`src/rtl/core/srk_pkg.sv`:
```
// ----------------------------------------------------------------------------
// srk_pkg
// Shared constants, types and codes for the smallest-range block.
// ----------------------------------------------------------------------------
package srk_pkg;

  localparam int MAX_LISTS  = 16;
  localparam int LIST_DEPTH = 64;

  localparam int LIST_W = $clog2(MAX_LISTS);
  localparam int IDX_W  = $clog2(LIST_DEPTH);
  localparam int LEN_W  = $clog2(LIST_DEPTH + 1);
  localparam int CNT_W  = $clog2(MAX_LISTS + 1);
  localparam int ADDR_W = LIST_W + IDX_W;
  localparam int MEM_DEPTH = MAX_LISTS * LIST_DEPTH;

  localparam int VAL_W  = 32;
  localparam int LN_W   = 4;
  localparam int CFG_W  = 5;
  localparam int STAT_W = 2;

  localparam logic [STAT_W-1:0] ST_OK       = 2'd0;
  localparam logic [STAT_W-1:0] ST_EMPTY    = 2'd1;
  localparam logic [STAT_W-1:0] ST_OVERFLOW = 2'd2;

  localparam logic OP_CODE_APPEND = 1'b0;

  typedef enum logic [3:0] {
    S_IDLE,
    S_CHECK,
    S_SORT_CHK,
    S_SORT_KEY,
    S_SORT_SHIFT,
    S_M_RD,
    S_M_UPD,
    S_M_DIFF,
    S_A_RD,
    S_A_CMP,
    S_EMIT
  } state_e;

  typedef enum logic [3:0] {
    OP_NONE,
    OP_APPEND,
    OP_START,
    OP_NEXT_LIST,
    OP_KEY_RD,
    OP_KEY,
    OP_SHIFT,
    OP_PLACE,
    OP_M_RD,
    OP_M_UPD,
    OP_DIFF,
    OP_A_RD,
    OP_ADV,
    OP_EMIT
  } dp_op_e;

  typedef struct packed {
    logic empty;
    logic ovf;
    logic key_done;
    logic shift;
    logic last;
    logic hit;
    logic exhaust;
    logic out_free;
  } dp_status_t;

endpackage

```
`src/rtl/core/srk_ctrl.sv`:
```
// ----------------------------------------------------------------------------
// srk_ctrl
// Sequencer for append, per-list insertion sort and the head merge.
// ----------------------------------------------------------------------------
module srk_ctrl (
  input  logic                clk_i,
  input  logic                rst_ni,
  input  logic                in_valid_i,
  input  logic                in_operation_i,
  output logic                in_ready_o,
  input  srk_pkg::dp_status_t status_i,
  output srk_pkg::dp_op_e     op_o
);

  srk_pkg::state_e state_q, state_d;

  always_ff @(posedge clk_i or negedge rst_ni) begin
    if (!rst_ni) begin
      state_q <= srk_pkg::S_IDLE;
    end else begin
      state_q <= state_d;
    end
  end

  always_comb begin
    state_d = state_q;
    unique case (state_q)
      srk_pkg::S_IDLE: begin
        if (in_valid_i && in_operation_i != srk_pkg::OP_CODE_APPEND) begin
          state_d = srk_pkg::S_CHECK;
        end
      end
      srk_pkg::S_CHECK: begin
        state_d = (status_i.ovf || status_i.empty) ? srk_pkg::S_EMIT : srk_pkg::S_SORT_CHK;
      end
      srk_pkg::S_SORT_CHK: begin
        if (!status_i.key_done) begin
          state_d = srk_pkg::S_SORT_KEY;
        end else if (status_i.last) begin
          state_d = srk_pkg::S_M_RD;
        end
      end
      srk_pkg::S_SORT_KEY:   state_d = srk_pkg::S_SORT_SHIFT;
      srk_pkg::S_SORT_SHIFT: begin
        if (!status_i.shift) begin
          state_d = srk_pkg::S_SORT_CHK;
        end
      end
      srk_pkg::S_M_RD:  state_d = srk_pkg::S_M_UPD;
      srk_pkg::S_M_UPD: begin
        if (status_i.last) begin
          state_d = srk_pkg::S_M_DIFF;
        end else begin
          state_d = srk_pkg::S_M_RD;
        end
      end
      srk_pkg::S_M_DIFF: state_d = srk_pkg::S_A_RD;
      srk_pkg::S_A_RD:   state_d = srk_pkg::S_A_CMP;
      srk_pkg::S_A_CMP: begin
        if (status_i.hit && status_i.exhaust) begin
          state_d = srk_pkg::S_EMIT;
        end else if (status_i.last) begin
          state_d = srk_pkg::S_M_RD;
        end else begin
          state_d = srk_pkg::S_A_RD;
        end
      end
      srk_pkg::S_EMIT: begin
        if (status_i.out_free) begin
          state_d = srk_pkg::S_IDLE;
        end
      end
      default: state_d = srk_pkg::S_IDLE;
    endcase
  end

  always_comb begin
    op_o       = srk_pkg::OP_NONE;
    in_ready_o = 1'b0;
    unique case (state_q)
      srk_pkg::S_IDLE: begin
        in_ready_o = 1'b1;
        if (in_valid_i && in_operation_i == srk_pkg::OP_CODE_APPEND) begin
          op_o = srk_pkg::OP_APPEND;
        end
      end
      srk_pkg::S_CHECK: begin
        if (!(status_i.ovf || status_i.empty)) begin
          op_o = srk_pkg::OP_START;
        end
      end
      srk_pkg::S_SORT_CHK: begin
        op_o = status_i.key_done ? srk_pkg::OP_NEXT_LIST : srk_pkg::OP_KEY_RD;
      end
      srk_pkg::S_SORT_KEY:   op_o = srk_pkg::OP_KEY;
      srk_pkg::S_SORT_SHIFT: op_o = status_i.shift ? srk_pkg::OP_SHIFT : srk_pkg::OP_PLACE;
      srk_pkg::S_M_RD:       op_o = srk_pkg::OP_M_RD;
      srk_pkg::S_M_UPD:      op_o = srk_pkg::OP_M_UPD;
      srk_pkg::S_M_DIFF:     op_o = srk_pkg::OP_DIFF;
      srk_pkg::S_A_RD:       op_o = srk_pkg::OP_A_RD;
      srk_pkg::S_A_CMP: begin
        if (!(status_i.hit && status_i.exhaust)) begin
          op_o = srk_pkg::OP_ADV;
        end
      end
      srk_pkg::S_EMIT: begin
        if (status_i.out_free) begin
          op_o = srk_pkg::OP_EMIT;
        end
      end
      default: op_o = srk_pkg::OP_NONE;
    endcase
  end

endmodule

```
`config.mk`:
```
export PLATFORM = sky130hd
export DESIGN_NAME = srk_ctrl
export DESIGN_NICKNAME = d
export VERILOG_FILES = /design/src/rtl/core/srk_pkg.sv /design/src/rtl/core/srk_ctrl.sv
export SDC_FILE = /design/constraint.sdc
export NUM_CORES = 1
export LEC_CHECK = 0
export BUFFER_PORTS_ARGS = -buffer_cell sky130_fd_sc_hd__buf_2
export CORE_AREA = 2 2 39 41
export CTS_CLUSTER_SIZE = 12
export DETAILED_ROUTE_END_ITERATION = 12
export DIE_AREA = 0 0 41 43
export PLACE_DENSITY = 0.77
export SYNTH_ARGS = -nofsm -noshare
export SYNTH_HDL_FRONTEND = slang
export SYNTH_SLANG_ARGS = --single-unit
```
`constraint.sdc`:
```
create_clock -name clk_i -period 3.9 [get_ports clk_i]
set_input_delay 0.585 -clock clk_i [delete_from_list [all_inputs] [get_ports clk_i]]
set_output_delay 0.585 -clock clk_i [all_outputs]
set_load 0.02 [all_outputs]
```
After elaboration in Yosys (flattened, before gate mapping):

Index checks and enable logic that the tools add are counted.

* register bits after elaboration: 4
* input port bits: 12
* output and inout bits: 5
* word-level logic and storage cells: 40

* equality and inequality tests: 14
* muxes and demuxes: 18
* bitwise gates (word level): 1
* reduce and logical (&&, ||, !) cells: 6

Operators by type and width (count)
* 4-bit one-hot mux with 11 select lines: 2
* 4-bit 2-to-1 mux: 10
* 4-bit by 3-bit equality test with 1-bit output (second input constant): 4
* 4-bit equality test (second input constant): 3
* 4-bit by 2-bit equality test with 1-bit output (second input constant): 2
* 2-bit inequality test (second input constant): 3
* 4-bit by 1-bit equality test with 1-bit output (second input constant): 1
* 4-bit zero test: 1
* 2-bit 2-to-1 mux: 2
* 4-bit AND reduction: 1
* 1-bit logical AND: 3
* 1-bit 2-to-1 mux: 3
* 3-bit 2-to-1 mux: 1
* 3-bit inequality test (second input constant): 1
* 1-bit logical OR: 1
* 1-bit inverter: 1

Logic depth before layout (Yosys ltp):

* word-level depth: 4
* depth in mapped cells: 5
* gate-level depth less buffers: 4

Least setup slack after synthesis:

OpenSTA, ideal clock, no wires.

* path kind: input to output
* start: in status_i[5] (netlist name)
* end: out op_o[2]
* arrival time: 1.320 ns
* required time: 3.315 ns
* path slack: 1.995 ns
* cell stages on the path: 3
* path buffers: 0
* cell sequence: or3b_1 -> a211oi_2 -> o21bai_2

* cells in the longest elaborated chain, start to end: 2

RTL lines
* start: declaration: line srk_ctrl.sv:11 `input srk_pkg::dp_status_t status_i,`
* 3-bit 2-to-1 mux: line srk_ctrl.sv:93 `op_o = status_i.key_done ? srk_pkg::OP_NEXT_LIST : srk_pkg::OP_KEY_RD;`
* 4-bit one-hot mux with 11 select lines: line srk_ctrl.sv:80 `unique case (state_q)`
* end: declaration: line srk_ctrl.sv:12 `output srk_pkg::dp_op_e op_o`

Every way passes these cells.

Worst setup path in the final report:

* start: reg state_q[1]
* end: out op_o[1]

* cells in the longest elaborated chain, start to end: 2
* elaborated cells between the ends (all ways): 12
* classes of those cells: eq/ne (10); mux (1); reduce/logical (1)

RTL lines
* start: declaration: line srk_ctrl.sv:15 `srk_pkg::state_e state_q, state_d;`
* start signal: assignment: line srk_ctrl.sv:19 `state_q <= srk_pkg::S_IDLE;`
* start signal: assignment: line srk_ctrl.sv:21 `state_q <= state_d;`
* 4-bit equality test (tied with other cells): line srk_ctrl.sv:80
* 4-bit one-hot mux with 11 select lines (*): line srk_ctrl.sv:80

Every way passes the cells marked *; elsewhere a longest branch is shown, timed or not.

==> results.ini <==
[status]
status=complete, no violations

[die]
core_area_sq_um=1380
die_w_microns=41
die_area_sq_um=1760
initial_core_util=0.382
pin_count=17
fp.dieH_microns=43
rows=14

[finish]
largest-register=state_q
syn2layout_area_growth_pct=17.5
fin_cells=106
antenna_cells=0
reg.largest.list=state_q (4)
nets=104
largest_reg_flops=4
fillers=146
drive_gt1_frac=0.256
utilization=0.448

[critical_path]
crit_slowest_cell=dfrtp_1
arrival_ns=1.88
crit_path_start=state_q[1]
startpoint_type=flop
end_kind=primary output
path_cells=nand2b_1 -> a21boi_0 -> or3_1 -> o31ai_1 -> buf_2
cp_top_family=flip-flops
required_ns=3.31
reg2reg_from=state_q[1]
critPathKind=reg -> out
critPathBufInv=1
cpPeakStageDelay_ns=0.67
cp_max_fo=21

[cts]
htree_levels=1
clk_pin_slew_ns=0.04
hold_buffers=0
clockBufferDepth=2
cts_sinks=4
cts_root_buf=clkbuf_4
tritoncts=done
clock_latency_ns=0.23
post-cts-setup-buffers=0
cts_made_buffers=3
cts_resized=0

[synthesis]
ys_ff_latch=4
yosysUniqueCellTypes=34
yosys.area.top_type=dfrtp_1
synthesis.area_per_instance_sq_um=6.95
ys.flop_type=dfrtp_1
ys_async_sr_fraction=1.00
synth_edf_count=0
yosys_warnings=0
syn_inst=76
syn_area_sq_um=528
synth_seq_area_share=0.190
netlist.area_leader.share=0.190
synth_common_cells=a21oi_1 (9), nor2_1 (9), nand2b_1 (5)
yosys-top-cells-area=dfrtp_1 (19%), a21oi_1 (8.5%), nor2_1 (6.4%)
syn_nets=88

[pwr]
p_sw_frac=0.529
pwr-share-seq=0.273
power_switching_uw=241
ir_drop_v=0.000437
p_clk_frac=0.110
combPwrFrac=0.617
p_int_uw=214
p_leak_nw=0.278
finalPower_uw=455
power_density_nw_per_um2=733

[timing]
hold_viol_final=0
min_period_over_period=0.632
setup_ws_ns=1.43
slew_headroom=0.640
finalSetupViolations=0
clock_skew_ns=0.00701
rsz0062_at_grt=no
worstMarginPinSlew_ns=0.540
setup_tns_ns=0
maxSlewViolCount=0
period_minus_slack_ns=2.47
fmax_ghz=0.406

[placed_design]
place_ws_ns=1.69
io_buffers=16
placed_cells=103
globalplace.congestion=0.754
dpl.hpwl_microns=922

[drt]
via_per_inst=5.57
wl_per_cell_microns=11.7
drc_errors=0
ant_nets=0
totalWireLength_microns=1240
firstDrtPassIters=4
drtIter0Drc=14
via_count=590

[flow_run]
max_cap_violations=0

[global_route]
grt_pass1_vias=494
grt_pass1_wl_microns=2060
grt_usage=0.164
grt_max_degree=22
overflow=0
antenna_found_initial=0

[min_path]
worstHoldPathType=in -> async

-- cell families after synthesis --
kind of cell,count (synthesis),share of synthesized area
simple gates,32,0.329
buf+inv,10,0.0924
compound gates,30,0.389
flops,4,0.190
-- layout make-up --
type	count	area (sq um)	area share
multi-input combinational	62	379	0.611
clock buffer	3	22.5	0.0363
sequential	4	100	0.161
tap	16	20.0	0.0323
inverter	5	18.8	0.0302
timing repair buffer	16	80.1	0.129
-- final timing paths --
| path | cells after the start | slack, ns | end |
|---|---|---|---|
| worst max-delay path | 5 | 1.43 | op_o[1] |
| worst min-delay path | 1 | 0.15 | state_q[3] |
| worst max register to register | 4 | 2.28 | state_q[2] |
| worst min register to register | 2 | 0.88 | state_q[3] |
| max in group asynchronous | 1 | 3.63 | state_q[2] |
| min in group clk_i | 3 | 0.63 | state_q[2] |
-- cells in the final DEF (no fill, tap or decap), types with 2 or more instances in the layout --
master	n
a211oi_1	2
a21oi_1	9
a22o_1	2
a31oi_1	2
buf_2	16
clkbuf_4	3
dfrtp_1	4
inv_1	4
nand2_1	4
nand2b_1	5
nor2_1	9
nor2b_1	2
nor3_1	2
nor4_1	2
o21ai_0	2
o21ai_1	4
or3b_1	2
-- per-stage QoR --
step	hold slack [ns]	instance area, sq um
2_1_floorplan	0.289	528
3_3_place_gp	0.391	598
3_5_place_dp	0.394	598
4_1_cts	0.148	621
5_1_grt	0.140	621
6_report	0.146	621
-- routing by layer --
layer  vias to the layer above  wire length, microns  track usage
li1                        312                     -            -
met1                       256                   624        0.246
met2                        22                   538        0.228
met3                         0                    82       0.0471
met4                         0                     0       0.0333
met5                         -                     0            0
-- power by group through the flow --
stage | Sequential [mW] | Clock [mW] | Combinational (mW)
floorplan | 0.0742 | 0 | 0.268
global placement | 0.120 | 0 | 0.277
detailed placement | 0.123 | 0 | 0.282
CTS | 0.122 | 0.0512 | 0.283
global route | 0.131 | 0.0550 | 0.317
finish | 0.124 | 0.0500 | 0.281
(Power assumes the default switching activity.)
